===== src/hw/rtl/jst_pkg.sv =====
// ----------------------------------------------------------------------------
// jst_pkg: shared types and codes for the JSON stream tokenizer
// Holds transfer payload types, parser state, phase, event and status codes.
// ----------------------------------------------------------------------------
`default_nettype none

package jst_pkg;

  localparam int MAX_DEPTH = 64;
  localparam int DEPTH_W   = $clog2(MAX_DEPTH + 1);
  localparam int STACK_AW  = $clog2(MAX_DEPTH);

  // parser phases
  localparam logic [4:0] PH_TOP       = 5'd0;
  localparam logic [4:0] PH_VALUE     = 5'd1;
  localparam logic [4:0] PH_ARR_FIRST = 5'd2;
  localparam logic [4:0] PH_OBJ_FIRST = 5'd3;
  localparam logic [4:0] PH_OBJ_KEY   = 5'd4;
  localparam logic [4:0] PH_KEY       = 5'd5;
  localparam logic [4:0] PH_KEY_ESC   = 5'd6;
  localparam logic [4:0] PH_KEY_HEX   = 5'd7;
  localparam logic [4:0] PH_COLON     = 5'd8;
  localparam logic [4:0] PH_AFTER     = 5'd9;
  localparam logic [4:0] PH_STR       = 5'd10;
  localparam logic [4:0] PH_STR_ESC   = 5'd11;
  localparam logic [4:0] PH_STR_HEX   = 5'd12;
  localparam logic [4:0] PH_NUM_MINUS = 5'd13;
  localparam logic [4:0] PH_NUM_ZERO  = 5'd14;
  localparam logic [4:0] PH_NUM_INT   = 5'd15;
  localparam logic [4:0] PH_NUM_DOT   = 5'd16;
  localparam logic [4:0] PH_NUM_FRAC  = 5'd17;
  localparam logic [4:0] PH_NUM_E     = 5'd18;
  localparam logic [4:0] PH_NUM_ESIGN = 5'd19;
  localparam logic [4:0] PH_NUM_EXP   = 5'd20;
  localparam logic [4:0] PH_LIT       = 5'd21;
  localparam logic [4:0] PH_DONE      = 5'd22;
  localparam logic [4:0] PH_ERR       = 5'd23;

  // token events
  localparam logic [3:0] EV_NONE      = 4'd0;
  localparam logic [3:0] EV_OBJ_OPEN  = 4'd1;
  localparam logic [3:0] EV_OBJ_CLOSE = 4'd2;
  localparam logic [3:0] EV_ARR_OPEN  = 4'd3;
  localparam logic [3:0] EV_ARR_CLOSE = 4'd4;
  localparam logic [3:0] EV_KEY_BYTE  = 4'd5;
  localparam logic [3:0] EV_KEY_END   = 4'd6;
  localparam logic [3:0] EV_STR_BYTE  = 4'd7;
  localparam logic [3:0] EV_STR_END   = 4'd8;
  localparam logic [3:0] EV_NUM_BYTE  = 4'd9;
  localparam logic [3:0] EV_NUM_END   = 4'd10;

  // status codes
  localparam logic [3:0] STAT_OK        = 4'd0;
  localparam logic [3:0] STAT_NOT_VALUE = 4'd1;
  localparam logic [3:0] STAT_BAD_INPUT = 4'd2;
  localparam logic [3:0] STAT_COLON     = 4'd3;
  localparam logic [3:0] STAT_COMMA     = 4'd4;
  localparam logic [3:0] STAT_ESCAPE    = 4'd5;
  localparam logic [3:0] STAT_HEX       = 4'd6;
  localparam logic [3:0] STAT_DIGIT     = 4'd7;
  localparam logic [3:0] STAT_LITERAL   = 4'd8;
  localparam logic [3:0] STAT_CONTROL   = 4'd9;
  localparam logic [3:0] STAT_MORE      = 4'd10;
  localparam logic [3:0] STAT_TOO_DEEP  = 4'd11;

  typedef struct packed {
    logic [7:0] in_byte;
    logic       end_of_input;
  } in_t;

  typedef struct packed {
    logic [3:0] event_res;
    logic [7:0] out_byte;
    logic [3:0] status;
    logic       doc_done;
    logic [6:0] level;
    logic       last_of_run;
  } out_t;

  typedef struct packed {
    logic [4:0]         phase;
    logic [DEPTH_W-1:0] depth;
    logic [1:0]         lit_kind;
    logic [2:0]         lit_pos;
    logic [2:0]         hex_left;
    logic [3:0]         err;
    logic               closed;
  } state_t;

  localparam state_t STATE_INIT = '0;

  // result of one byte through the parser, with its stack operation
  typedef struct packed {
    state_t     nxt;
    logic [1:0] n_res;
    out_t       res0;
    out_t       res1;
    logic       push;
    logic       pop;
    logic       push_obj;
  } step_t;

endpackage

`default_nettype wire


===== src/hw/rtl/jst_step.sv =====
// ----------------------------------------------------------------------------
// jst_step: combinational parse of one byte
// Runs up to two parser passes on a byte and builds zero to two results.
// ----------------------------------------------------------------------------
`default_nettype none

module jst_step import jst_pkg::*; (
  input  state_t     st,
  input  in_t        item,
  input  logic       top_bit,
  output step_t      step
);

  typedef struct packed {
    state_t     s;
    logic       emit;
    logic [3:0] ev;
    logic [7:0] byt;
    logic       redo;
    logic       push;
    logic       pop;
    logic       obj;
  } pass_t;

  function automatic logic is_ws(logic [7:0] b);
    return b inside {8'h20, 8'h09, 8'h0A, 8'h0D};
  endfunction

  function automatic logic is_digit(logic [7:0] b);
    return b inside {[8'h30:8'h39]};
  endfunction

  function automatic logic is_xdigit(logic [7:0] b);
    return b inside {[8'h30:8'h39], [8'h61:8'h66], [8'h41:8'h46]};
  endfunction

  function automatic logic is_alnum(logic [7:0] b);
    return b inside {[8'h30:8'h39], [8'h61:8'h7A], [8'h41:8'h5A]};
  endfunction

  function automatic logic [2:0] lit_len(logic [1:0] k);
    case (k)
      2'd1:    return 3'd4;
      2'd2:    return 3'd5;
      2'd3:    return 3'd4;
      default: return 3'd0;
    endcase
  endfunction

  function automatic logic [7:0] lit_char(logic [1:0] k, logic [2:0] pos);
    logic [39:0] txt;
    txt = 40'h0;
    case (k)
      2'd1:    txt = {"true", 8'h00};
      2'd2:    txt = "false";
      2'd3:    txt = {"null", 8'h00};
      default: txt = 40'h0;
    endcase
    case (pos)
      3'd0:    return txt[39:32];
      3'd1:    return txt[31:24];
      3'd2:    return txt[23:16];
      3'd3:    return txt[15:8];
      3'd4:    return txt[7:0];
      default: return 8'h00;
    endcase
  endfunction

  function automatic pass_t f_emit(pass_t p, logic [3:0] ev, logic [7:0] b);
    p.emit = 1'b1;
    p.ev   = ev;
    p.byt  = b;
    return p;
  endfunction

  function automatic pass_t f_fail(pass_t p, logic [3:0] code);
    p.s.err   = code;
    p.s.phase = PH_ERR;
    return f_emit(p, EV_NONE, 8'h00);
  endfunction

  function automatic pass_t f_open(pass_t p, logic obj);
    if (p.s.depth >= DEPTH_W'(MAX_DEPTH)) begin
      return f_fail(p, STAT_TOO_DEEP);
    end
    p.push    = 1'b1;
    p.obj     = obj;
    p.s.depth = p.s.depth + DEPTH_W'(1);
    p.s.phase = obj ? PH_OBJ_FIRST : PH_ARR_FIRST;
    return f_emit(p, obj ? EV_OBJ_OPEN : EV_ARR_OPEN, 8'h00);
  endfunction

  function automatic pass_t f_close(pass_t p, logic obj);
    if (p.s.depth != '0) p.s.depth = p.s.depth - DEPTH_W'(1);
    p.pop = 1'b1;
    if (p.s.depth == '0) begin
      p.s.closed = 1'b1;
      p.s.phase  = PH_DONE;
    end else begin
      p.s.phase = PH_AFTER;
    end
    return f_emit(p, obj ? EV_OBJ_CLOSE : EV_ARR_CLOSE, 8'h00);
  endfunction

  function automatic pass_t f_start(pass_t p, logic [7:0] b);
    if (b == "{") return f_open(p, 1'b1);
    if (b == "[") return f_open(p, 1'b0);
    if (b == "\"") begin
      p.s.phase = PH_STR;
      return p;
    end
    if (b inside {"t", "f", "n"}) begin
      p.s.lit_kind = (b == "t") ? 2'd1 : (b == "f") ? 2'd2 : 2'd3;
      p.s.lit_pos  = 3'd1;
      p.s.phase    = PH_LIT;
      return p;
    end
    if (b == "-") begin
      p.s.phase = PH_NUM_MINUS;
      return f_emit(p, EV_NUM_BYTE, b);
    end
    if (b == "0") begin
      p.s.phase = PH_NUM_ZERO;
      return f_emit(p, EV_NUM_BYTE, b);
    end
    if (is_digit(b)) begin
      p.s.phase = PH_NUM_INT;
      return f_emit(p, EV_NUM_BYTE, b);
    end
    return f_fail(p, STAT_NOT_VALUE);
  endfunction

  function automatic pass_t f_end_num(pass_t p);
    p.s.phase = PH_AFTER;
    p.redo    = 1'b1;
    return f_emit(p, EV_NUM_END, 8'h00);
  endfunction

  function automatic pass_t f_str(pass_t p, logic [7:0] b, logic key);
    if (b == "\"") begin
      p.s.phase = key ? PH_COLON : PH_AFTER;
      return f_emit(p, key ? EV_KEY_END : EV_STR_END, 8'h00);
    end
    if (b == "\\") begin
      p.s.phase = key ? PH_KEY_ESC : PH_STR_ESC;
      return f_emit(p, key ? EV_KEY_BYTE : EV_STR_BYTE, b);
    end
    if (b inside {8'h08, 8'h0C, 8'h0A, 8'h0D, 8'h09}) return f_fail(p, STAT_CONTROL);
    return f_emit(p, key ? EV_KEY_BYTE : EV_STR_BYTE, b);
  endfunction

  function automatic pass_t f_esc(pass_t p, logic [7:0] b, logic key);
    if (b inside {"\"", "\\", "/", "b", "f", "n", "r", "t", "u"}) begin
      if (b == "u") begin
        p.s.hex_left = 3'd4;
        p.s.phase    = key ? PH_KEY_HEX : PH_STR_HEX;
      end else begin
        p.s.phase = key ? PH_KEY : PH_STR;
      end
      return f_emit(p, key ? EV_KEY_BYTE : EV_STR_BYTE, b);
    end
    return f_fail(p, STAT_ESCAPE);
  endfunction

  function automatic pass_t f_hex(pass_t p, logic [7:0] b, logic key);
    if (!is_xdigit(b)) return f_fail(p, STAT_HEX);
    if (p.s.hex_left != 3'd0) p.s.hex_left = p.s.hex_left - 3'd1;
    if (p.s.hex_left == 3'd0) p.s.phase = key ? PH_KEY : PH_STR;
    return f_emit(p, key ? EV_KEY_BYTE : EV_STR_BYTE, b);
  endfunction

  function automatic pass_t f_pass(state_t s, logic [7:0] b, logic tb);
    pass_t      p;
    logic       top_obj;
    logic [1:0] k;
    p       = '0;
    p.s     = s;
    top_obj = (s.depth != '0) && tb;
    k       = s.lit_kind;
    case (s.phase)
      PH_TOP: begin
        if (!is_ws(b)) begin
          if (b == "{") p = f_open(p, 1'b1);
          else if (b == "[") p = f_open(p, 1'b0);
          else p = f_fail(p, STAT_BAD_INPUT);
        end
      end
      PH_VALUE: begin
        if (!is_ws(b)) p = f_start(p, b);
      end
      PH_ARR_FIRST: begin
        if (!is_ws(b)) begin
          if (b == "]") p = f_close(p, 1'b0);
          else p = f_start(p, b);
        end
      end
      PH_OBJ_FIRST, PH_OBJ_KEY: begin
        if (!is_ws(b)) begin
          if (b == "}" && s.phase == PH_OBJ_FIRST) p = f_close(p, 1'b1);
          else if (b == "\"") p.s.phase = PH_KEY;
          else p = f_fail(p, STAT_NOT_VALUE);
        end
      end
      PH_KEY:     p = f_str(p, b, 1'b1);
      PH_KEY_ESC: p = f_esc(p, b, 1'b1);
      PH_KEY_HEX: p = f_hex(p, b, 1'b1);
      PH_STR:     p = f_str(p, b, 1'b0);
      PH_STR_ESC: p = f_esc(p, b, 1'b0);
      PH_STR_HEX: p = f_hex(p, b, 1'b0);
      PH_COLON: begin
        if (!is_ws(b)) begin
          if (b == ":") p.s.phase = PH_VALUE;
          else p = f_fail(p, STAT_COLON);
        end
      end
      PH_AFTER: begin
        if (!is_ws(b)) begin
          if (b == ",") p.s.phase = top_obj ? PH_OBJ_KEY : PH_VALUE;
          else if (b == "}" && top_obj) p = f_close(p, 1'b1);
          else if (b == "]" && !top_obj) p = f_close(p, 1'b0);
          else p = f_fail(p, STAT_COMMA);
        end
      end
      PH_NUM_MINUS: begin
        if (b == "0") begin
          p.s.phase = PH_NUM_ZERO;
          p = f_emit(p, EV_NUM_BYTE, b);
        end else if (is_digit(b)) begin
          p.s.phase = PH_NUM_INT;
          p = f_emit(p, EV_NUM_BYTE, b);
        end else begin
          p = f_fail(p, STAT_NOT_VALUE);
        end
      end
      PH_NUM_ZERO, PH_NUM_INT: begin
        if (is_digit(b) && s.phase == PH_NUM_INT) begin
          p = f_emit(p, EV_NUM_BYTE, b);
        end else if (b == ".") begin
          p.s.phase = PH_NUM_DOT;
          p = f_emit(p, EV_NUM_BYTE, b);
        end else if (b == "e" || b == "E") begin
          p.s.phase = PH_NUM_E;
          p = f_emit(p, EV_NUM_BYTE, b);
        end else begin
          p = f_end_num(p);
        end
      end
      PH_NUM_DOT: begin
        if (is_digit(b)) begin
          p.s.phase = PH_NUM_FRAC;
          p = f_emit(p, EV_NUM_BYTE, b);
        end else begin
          p = f_fail(p, STAT_DIGIT);
        end
      end
      PH_NUM_FRAC: begin
        if (is_digit(b)) begin
          p = f_emit(p, EV_NUM_BYTE, b);
        end else if (b == "e" || b == "E") begin
          p.s.phase = PH_NUM_E;
          p = f_emit(p, EV_NUM_BYTE, b);
        end else begin
          p = f_end_num(p);
        end
      end
      PH_NUM_E: begin
        if (b == "+" || b == "-") begin
          p.s.phase = PH_NUM_ESIGN;
          p = f_emit(p, EV_NUM_BYTE, b);
        end else if (is_digit(b)) begin
          p.s.phase = PH_NUM_EXP;
          p = f_emit(p, EV_NUM_BYTE, b);
        end else begin
          p = f_fail(p, STAT_DIGIT);
        end
      end
      PH_NUM_ESIGN: begin
        if (is_digit(b)) begin
          p.s.phase = PH_NUM_EXP;
          p = f_emit(p, EV_NUM_BYTE, b);
        end else begin
          p = f_fail(p, STAT_DIGIT);
        end
      end
      PH_NUM_EXP: begin
        if (is_digit(b)) p = f_emit(p, EV_NUM_BYTE, b);
        else p = f_end_num(p);
      end
      PH_LIT: begin
        if (k == 2'd0) begin
          p = f_fail(p, STAT_LITERAL);
        end else if (s.lit_pos < lit_len(k)) begin
          if (b == lit_char(k, s.lit_pos)) p.s.lit_pos = s.lit_pos + 3'd1;
          else p = f_fail(p, STAT_LITERAL);
        end else if (is_alnum(b)) begin
          p = f_fail(p, STAT_LITERAL);
        end else begin
          p.s.lit_kind = 2'd0;
          p.s.lit_pos  = 3'd0;
          p.s.phase    = PH_AFTER;
          p.redo       = 1'b1;
          p = f_emit(p, EV_NUM_END + {2'b00, k}, 8'h00);
        end
      end
      PH_DONE: begin
        if (!is_ws(b)) p = f_fail(p, STAT_MORE);
      end
      default: ;
    endcase
    return p;
  endfunction

  function automatic out_t mk_res(pass_t p);
    out_t r;
    r.event_res   = p.ev;
    r.out_byte    = p.byt;
    r.status      = p.s.err;
    r.doc_done    = p.s.closed;
    r.level       = 7'(p.s.depth);
    r.last_of_run = 1'b0;
    return r;
  endfunction

  pass_t      p1;
  pass_t      p2;
  logic       run1;
  logic       run2;
  state_t     fin;
  logic [3:0] verdict;
  out_t       r0;
  out_t       r1;
  logic [1:0] n;

  // first pass, then a second one when a number or literal ended on this byte
  always_comb begin
    run1 = (st.phase != PH_ERR);
    p1   = f_pass(st, item.in_byte, top_bit);
    run2 = run1 && p1.redo && (p1.s.phase != PH_ERR);
    p2   = f_pass(p1.s, item.in_byte, top_bit);
  end

  // collect results and apply end of document
  always_comb begin
    r0  = '0;
    r1  = '0;
    n   = 2'd0;
    fin = st;
    if (run1) begin
      fin = p1.s;
      if (p1.emit) begin
        r0 = mk_res(p1);
        n  = 2'd1;
      end
    end
    if (run2) begin
      fin = p2.s;
      if (p2.emit) begin
        if (n == 2'd0) r0 = mk_res(p2);
        else r1 = mk_res(p2);
        n = n + 2'd1;
      end
    end
    verdict = (fin.err != STAT_OK) ? fin.err :
              (fin.closed ? STAT_OK : STAT_BAD_INPUT);
    if (item.end_of_input) begin
      if (n == 2'd0) begin
        r0.event_res = EV_NONE;
        r0.out_byte  = 8'h00;
        r0.doc_done  = fin.closed;
        r0.level     = 7'(fin.depth);
        n            = 2'd1;
      end
      if (n == 2'd2) r1.status = verdict;
      else r0.status = verdict;
    end
    if (n == 2'd2) r1.last_of_run = 1'b1;
    else r0.last_of_run = 1'b1;
  end

  // pack step result
  always_comb begin
    step.nxt      = item.end_of_input ? STATE_INIT : fin;
    step.n_res    = n;
    step.res0     = r0;
    step.res1     = r1;
    step.push     = (run1 && p1.push) || (run2 && p2.push);
    step.pop      = (run1 && p1.pop) || (run2 && p2.pop);
    step.push_obj = (run1 && p1.push) ? p1.obj : p2.obj;
  end

endmodule

`default_nettype wire


===== src/hw/rtl/jst_res_buf.sv =====
// ----------------------------------------------------------------------------
// jst_res_buf: two-entry result buffer
// Takes zero to two results per cycle and hands them out one per transfer.
// ----------------------------------------------------------------------------
`default_nettype none

module jst_res_buf import jst_pkg::*; (
  input  logic       clk,
  input  logic       rst_n,
  input  logic [1:0] wr_n,
  input  out_t       wr0,
  input  out_t       wr1,
  input  logic       rd,
  output out_t       head,
  output logic [1:0] cnt
);

  out_t       ent_r [2];
  out_t       ent_nxt [2];
  logic [1:0] cnt_r;
  logic [1:0] cnt_nxt;
  logic [1:0] keep;

  // drop the head on a transfer, then append new results
  always_comb begin
    ent_nxt[0] = ent_r[0];
    ent_nxt[1] = ent_r[1];
    keep       = cnt_r;
    if (rd && cnt_r != 2'd0) begin
      ent_nxt[0] = ent_r[1];
      keep       = cnt_r - 2'd1;
    end
    if (wr_n != 2'd0) begin
      if (keep == 2'd0) begin
        ent_nxt[0] = wr0;
        ent_nxt[1] = wr1;
      end else begin
        ent_nxt[1] = wr0;
      end
    end
    cnt_nxt = keep + wr_n;
  end

  always_ff @(posedge clk) begin
    if (!rst_n) begin
      cnt_r <= 2'd0;
    end else begin
      cnt_r <= cnt_nxt;
    end
  end

  always_ff @(posedge clk) begin
    ent_r[0] <= ent_nxt[0];
    ent_r[1] <= ent_nxt[1];
  end

  assign head = ent_r[0];
  assign cnt  = cnt_r;

endmodule

`default_nettype wire


===== src/hw/rtl/json_stream_tokenizer_core.sv =====
// ----------------------------------------------------------------------------
// json_stream_tokenizer_core: streaming JSON checker and tokenizer
// Validates JSON text a byte at a time and emits token events.
// ----------------------------------------------------------------------------
//  channel | direction | payload | handshake
//  in_     | input     | in_t    | in_valid / in_ready
//  out_    | output    | out_t   | out_valid / out_ready
//
//  One byte per cycle is taken while results drain at one per cycle; a byte
//  that causes two results (number or literal end plus its own event) leaves
//  one more result to drain. Path: input register, then the combinational
//  parse into the result buffer. The open-container stack is a 64-entry
//  memory with a registered read of the entry under the top. Reset clears
//  control state only. A stalled output holds at most two results and stops
//  the parse until room is free.
`default_nettype none

module json_stream_tokenizer_core import jst_pkg::*; (
  input  logic clk,
  input  logic rst_n,
  input  logic in_valid,
  output logic in_ready,
  input  in_t  in_data,
  output logic out_valid,
  input  logic out_ready,
  output out_t out_data
);

  logic               in_valid_r;
  in_t                in_data_r;
  state_t             state_r;
  logic               top_r;
  logic               below_r;
  logic               stack_mem [MAX_DEPTH];
  step_t              step;
  logic [1:0]         buf_cnt;
  logic [2:0]         space;
  logic               go;
  logic               pop_out;
  logic [DEPTH_W-1:0] depth_nxt;
  logic [DEPTH_W-1:0] rd_full;

  // room left in the result buffer after this cycle's transfer
  assign pop_out  = out_ready && (buf_cnt != 2'd0);
  assign space    = 3'd2 - {1'b0, buf_cnt} + {2'b00, pop_out};
  assign go       = in_valid_r && ({1'b0, step.n_res} <= space);
  assign in_ready = !in_valid_r || go;

  // hold the input byte
  always_ff @(posedge clk) begin
    if (!rst_n) begin
      in_valid_r <= 1'b0;
    end else if (in_ready) begin
      in_valid_r <= in_valid;
    end
  end

  always_ff @(posedge clk) begin
    if (in_ready) begin
      in_data_r <= in_data;
    end
  end

  jst_step u_step (
    .st      (state_r),
    .item    (in_data_r),
    .top_bit (top_r),
    .step    (step)
  );

  // advance parser state
  always_ff @(posedge clk) begin
    if (!rst_n) begin
      state_r <= STATE_INIT;
    end else if (go) begin
      state_r <= step.nxt;
    end
  end

  // track top of stack: push takes the new kind, pop takes the entry below
  always_ff @(posedge clk) begin
    if (go && step.push) begin
      top_r <= step.push_obj;
    end else if (go && step.pop) begin
      top_r <= below_r;
    end
  end

  // stack memory; read the entry below the next top each cycle
  assign depth_nxt = go ? step.nxt.depth : state_r.depth;
  assign rd_full   = depth_nxt - DEPTH_W'(2);

  always_ff @(posedge clk) begin
    if (go && step.push) begin
      stack_mem[state_r.depth[STACK_AW-1:0]] <= step.push_obj;
    end
    below_r <= stack_mem[rd_full[STACK_AW-1:0]];
  end

  jst_res_buf u_res_buf (
    .clk   (clk),
    .rst_n (rst_n),
    .wr_n  (go ? step.n_res : 2'd0),
    .wr0   (step.res0),
    .wr1   (step.res1),
    .rd    (out_ready),
    .head  (out_data),
    .cnt   (buf_cnt)
  );

  assign out_valid = (buf_cnt != 2'd0);

  // checks
  a_buf_bound: assert property (@(posedge clk) disable iff (!rst_n)
    buf_cnt != 2'd3) else $error("result buffer overfilled");

  a_depth_bound: assert property (@(posedge clk) disable iff (!rst_n)
    state_r.depth <= DEPTH_W'(MAX_DEPTH)) else $error("nesting depth past limit");

  a_end_resets: assert property (@(posedge clk) disable iff (!rst_n)
    go && in_data_r.end_of_input |=> state_r.depth == '0 && state_r.phase == PH_TOP)
    else $error("state not reset after end of document");

  a_go_has_room: assert property (@(posedge clk) disable iff (!rst_n)
    go |-> step.n_res != 2'd0 || !in_data_r.end_of_input)
    else $error("end of document produced no result");

endmodule

`default_nettype wire


===== config.mk =====
export PLATFORM = sky130hd
export DESIGN_NAME = json_stream_tokenizer_core
export DESIGN_NICKNAME = d
export VERILOG_FILES = /design/src/hw/rtl/jst_pkg.sv /design/src/hw/rtl/jst_step.sv /design/src/hw/rtl/jst_res_buf.sv /design/src/hw/rtl/json_stream_tokenizer_core.sv
export SDC_FILE = /design/constraint.sdc
export NUM_CORES = 1
export LEC_CHECK = 0
export ABC_AREA = 1
export ABC_CLOCK_PERIOD_IN_PS = 7970
export BUFFER_PORTS_ARGS = -buffer_cell sky130_fd_sc_hd__buf_2
export CAP_MARGIN = 20
export CORE_UTILIZATION = 41
export DETAILED_ROUTE_END_ITERATION = 6
export SLEW_MARGIN = 20
export SYNTH_ARGS = -nofsm -noshare
export SYNTH_HDL_FRONTEND = slang
export SYNTH_HIERARCHICAL = 1
export SYNTH_SLANG_ARGS = --single-unit

===== constraint.sdc =====
create_clock -name clk -period 7.97 [get_ports clk]
set_input_delay 1.594 -clock clk [delete_from_list [all_inputs] [get_ports clk]]
set_output_delay 1.594 -clock clk [all_outputs]
set_load 0.1 [all_outputs]

======== Word-level counts from Yosys, hierarchy flattened ========
Memories as Yosys holds them, arrays and structs flattened. A register that Yosys moved wholly into a read port is not among the register bits.
Cells that the tools add are included.
cells by class
  add/sub/neg operators ................... 16
  multipliers ............................. 0
  divide/modulo/power cells ............... 0
  magnitude comparators ................... 13
  eq/ne operators ......................... 91
  shift operators ......................... 0
  muxes and demuxes ....................... 583
  bitwise gates (word level) .............. 0
  reduce and logical (&&, ||, !) cells .... 76
operators with widths
  cell                number
  $mux 42             189
  $pmux 42 s21        2
  $mux 25             14
  $mux 1              249
  $pmux 39 s3         2
  $mux 7              32
  $mux 40             4
  $mux 22             6
  $mux 5              26
  $eq 8x7->1 const B  13
  $eq 5x4->1 const B  16
  $pmux 8 s5          2
  $mux 39             2
  $mux 37             2
  $eq 8x6->1 const B  9
  $eq 5x5->1 const B  14
  $mux 3              23
  $logic_not 7->1     8
  $mux 8              7
  $mux 50             1
  $eq 5x3->1 const B  8
  $eq 8x4->1 const B  5
  $le 8x7->1 const B  4
  $mux 14             2
  other kinds (46)    139
word-level totals
  flip-flop bits (word level) ............. 38
  latch bits .............................. 0
  memory bits (writable) .................. 114
  memory bits (read-only) ................. 0
  output and inout port bits .............. 27
  memories ................................ 2
memory list
  name             depth  width  read ports  clocked after memory_dff  wr ports  line                              RTL
  stack_mem        64     1      1           1                         1         json_stream_tokenizer_core.sv:34  logic stack_mem [MAX_DEPTH];
  u_res_buf.ent_r  2      25     2           0                         2         jst_res_buf.sv:18                 out_t ent_r [2];

======== Logic depth before layout (Yosys ltp) ========
  depth in word-level cells ............... 116
  depth in mapped cells ................... 55

======== By module ========
The synthesis kept the hierarchy.
by module, submodules not included
  module                      times used  cells each  area each (µm²)  seq. area each (µm²)
  jst_step                    1           1,659       8,390.5          0.0
  json_stream_tokenizer_core  1           516         4,729.5          2,762.6
  jst_res_buf                 1           348         2,726.4          1,291.2

======== Worst setup path after synthesis ========
Ideal clock, no wire load.
  kind .................................... register -> output
  start point ............................. register state_r[11] in the netlist's numbering
  end point ............................... output in_ready
  data arrival time ....................... 5.442 ns
  data required time ...................... 6.376 ns
  setup slack ............................. 0.934 ns
  cell stages (with the launch flop) ...... 29
  path buffers ............................ 0
  cells stage by stage .................... dfxtp_1 > inv_1 > ha_1 > ha_1 > a21oi_1 > inv_1 > nand4_1 > nand2_1 > nand3_1 > nand2_1 > nand2_1 > inv_1 > ha_1 > ha_1 > a21oi_1 > nand2_1 > nor2_1 > nand2_1 > nor2_1 > nand2_1 > o31ai_1 > nand3_2 > ha_1 > nor2_1 > o22ai_1 > inv_1 > ha_1 > a21oi_2 > nand3_1
RTL lines
  item                      line                              RTL
  start: declaration        json_stream_tokenizer_core.sv:31  state_t state_r;
  start signal: assignment  json_stream_tokenizer_core.sv:76  state_r <= step.nxt;
  end: declaration          json_stream_tokenizer_core.sv:22  output logic in_ready,

==> metrics.yaml <==
postLayoutCellArea_um2: 17200
clk_path_buf_depth: 2
worstPathArrival_ns: 6.00
die-area_um2: 39400
max_freq_mhz: 132
rows: 71
syn_avg_cell_area_um2: 6.28
viasPerCell: 5.69
initial_core_util_pct: 41.9
die_x_um: 199
ys_warn_count: 6
grt_antenna_before_repair: 1
dp_hpwl_mm: 49.5
fill_cells: 4073
tritoncts: "yes"
layout-drive-gt1-share_pct: 14.9
relSlewSlack_pct: 26.5
drtIter0Drc: 1957
synth_top_cell_area_share_pct: 18.8
tightestPinTransition_ns: 1.10
final_antenna_net_count: 0
setup_viol: 0
track_usage_pct: 32.3
io_pins: 40
finalMaxSlewViolations: 0
cts_max_level: 4
area_growth_pct: 8.23
critPathCaptureType: "output port"
cts-root-buf: "clkbuf_16"
grt_pass1_vias: 15800
dp_cells: 3030
startpoint_type: "flop"
syn_inst: 2523
crit_required_ns: 6.38
postSynth.asyncResetShare_pct: 0
hold_viol: 0
firstDrtPassIters: 6
critPathKind: "flop to output port"
finalNetCount: 2598
synth_area_leaders: "edfxtp_1 (19%), nand2_1 (16%), nand3_1 (9.0%)"
post_dp_cell_area_um2: 16400
gp_congestion: 1.09
critPathMaxFanout: 12
wl_per_cell_um: 20.7
cts.clk_slew.worst_paths_ns: 0.08
cts_made_buffers: 17
grt_pass1_wl_mm: 96.1
synth_top_area_cell: "edfxtp_1"
core_um2: 37800
worstHoldPathType: "flop to flop"
cp_common_cell: "nand2_1"
cp_slowest_cell: "dfxtp_2"
diodes: 0
grt_max_degree: 66
grt.overflow.total: 0
port_buffers: 39
yosysMostFrequentCell: "nand2_1"
synthDistinctLibCells: 71
cts.sinks: 153
maxCapViolCount: 0
ys_top_cells_by_count: "nand2_1 (696), nor2_1 (317), nand3_1 (286), inv_1 (269), o21ai_0 (113)"
synth-edff-count: 99
holdWs_ns: 0.492
instances_no_fill: 3068
postRouteWirelength_mm: 63.6
die_h_um: 199
min_period_ns: 7.60
synth_ff_type: "edfxtp_1"
skew_ns: 0.0206
synthesis.area_um2: 15800
ys_ff_latch: 153
outcome: "complete, no violations"
drc_errors: 0
vias: 17500
critPathMaxStageDelay_ns: 0.46
period_share_pct: 95.3
clk_latency_ns: 0.46
ys_seq_area_share_pct: 25.6
setup-tns-final_ns: 0
==> path summary, 6_finish.rpt <==
check                           depth (start not counted)         from  slack (ns)         end
worst min-delay path                                    2   state_r[0]        0.49  state_r[0]
worst max-delay path                                   32  state_r[21]        0.37    in_ready
worst min register to register                          2   state_r[0]        0.49  state_r[0]
worst max register to register                         42  state_r[21]        0.94     below_r
==> through the flow <==
stage	utilization, %	worst slack, ns
floorplan	-	0.934
global placement	43.4	0.156
detailed placement	43.4	0.339
CTS	45.0	0.0212
global route	45.3	-0.00449
finish	45.3	0.373
==> final cells by class <==
class                      count  area, µm²  share of cell area [%]
clock buffer                  18        429                    2.50
clock inverter                14        131                   0.766
inverter                     340       1280                    7.49
multi-input combinational   1924       9840                    57.4
sequential                   153       4070                    23.7
tap                          511        639                    3.73
timing repair buffer         108        753                    4.39
==> layer usage <==
metal	track usage (%)	wire length (µm)
met3	7.22	6930
met4	12.0	2270
met2	47.6	26600
met5	0	13
met1	45.7	27800
==> cells by family (layout without fill, tap and decap cells) <==
kind of cell / count (synthesis) / after routing / share of synthesized area (%)
xor gates and xnor gates: 17 / 17 / 0.987
adders and majority gates: 41 / 41 / 3.24
DFF: 153 / 153 / 25.6
and+or+nand+nor: 1553 / 1553 / 45.5
buffers and inverters: 455 / 480 / 13.2
AOI/OAI and AO/OA: 302 / 302 / 11.4
other: 1 / 10 / 0.0237
muxes: 1 / 1 / 0.0711
==> sequential cells by signal (all words and copies together) (netlist names) <==
signal	flops
state_r	25
in_valid_r	1
in_data_r	9
u_res_buf/cnt	2
stack_mem	64
below_r	1
top_r	1
u_res_buf/ent_r	50
==> cell usage in the layout (no fill, tap or decap), drive strengths merged, types with 6 or more instances in the layout <==
cell type	count
clkinv	12
ha	41
o2111ai	7
inv	340
xor2	13
conb	10
nand4	75
clkbuf	18
dfxtp	54
nand2	744
nor4	6
a31oi	8
a21oi	78
o211ai	21
o22ai	6
nand3	309
nand3b	8
o21ai	151
nor3	37
nor2	368
edfxtp	99
buf	108
==> timing repair <==
item / in CTS / in global routing
gates resized for setup: 7 / 26
pin swaps: 0 / 3
endpoints found under the setup margin: 1 / 2
hold buffers: 0 / 0
buffers inserted: 0 / 6
==> worst max-delay path, delay by kind of cell (launching register included) <==
kind,cells,cell delay [ns]
AND/OR/NAND/NOR,19,2.55
adder cells (fa/ha/maj),4,1.08
buffers and inverters,5,0.77
AO/OA/AOI/OAI,4,0.66
flip-flops,1,0.46
Power is not shown: default switching activity piles up to over one toggle a cycle in this logic, so the estimate is an artifact.
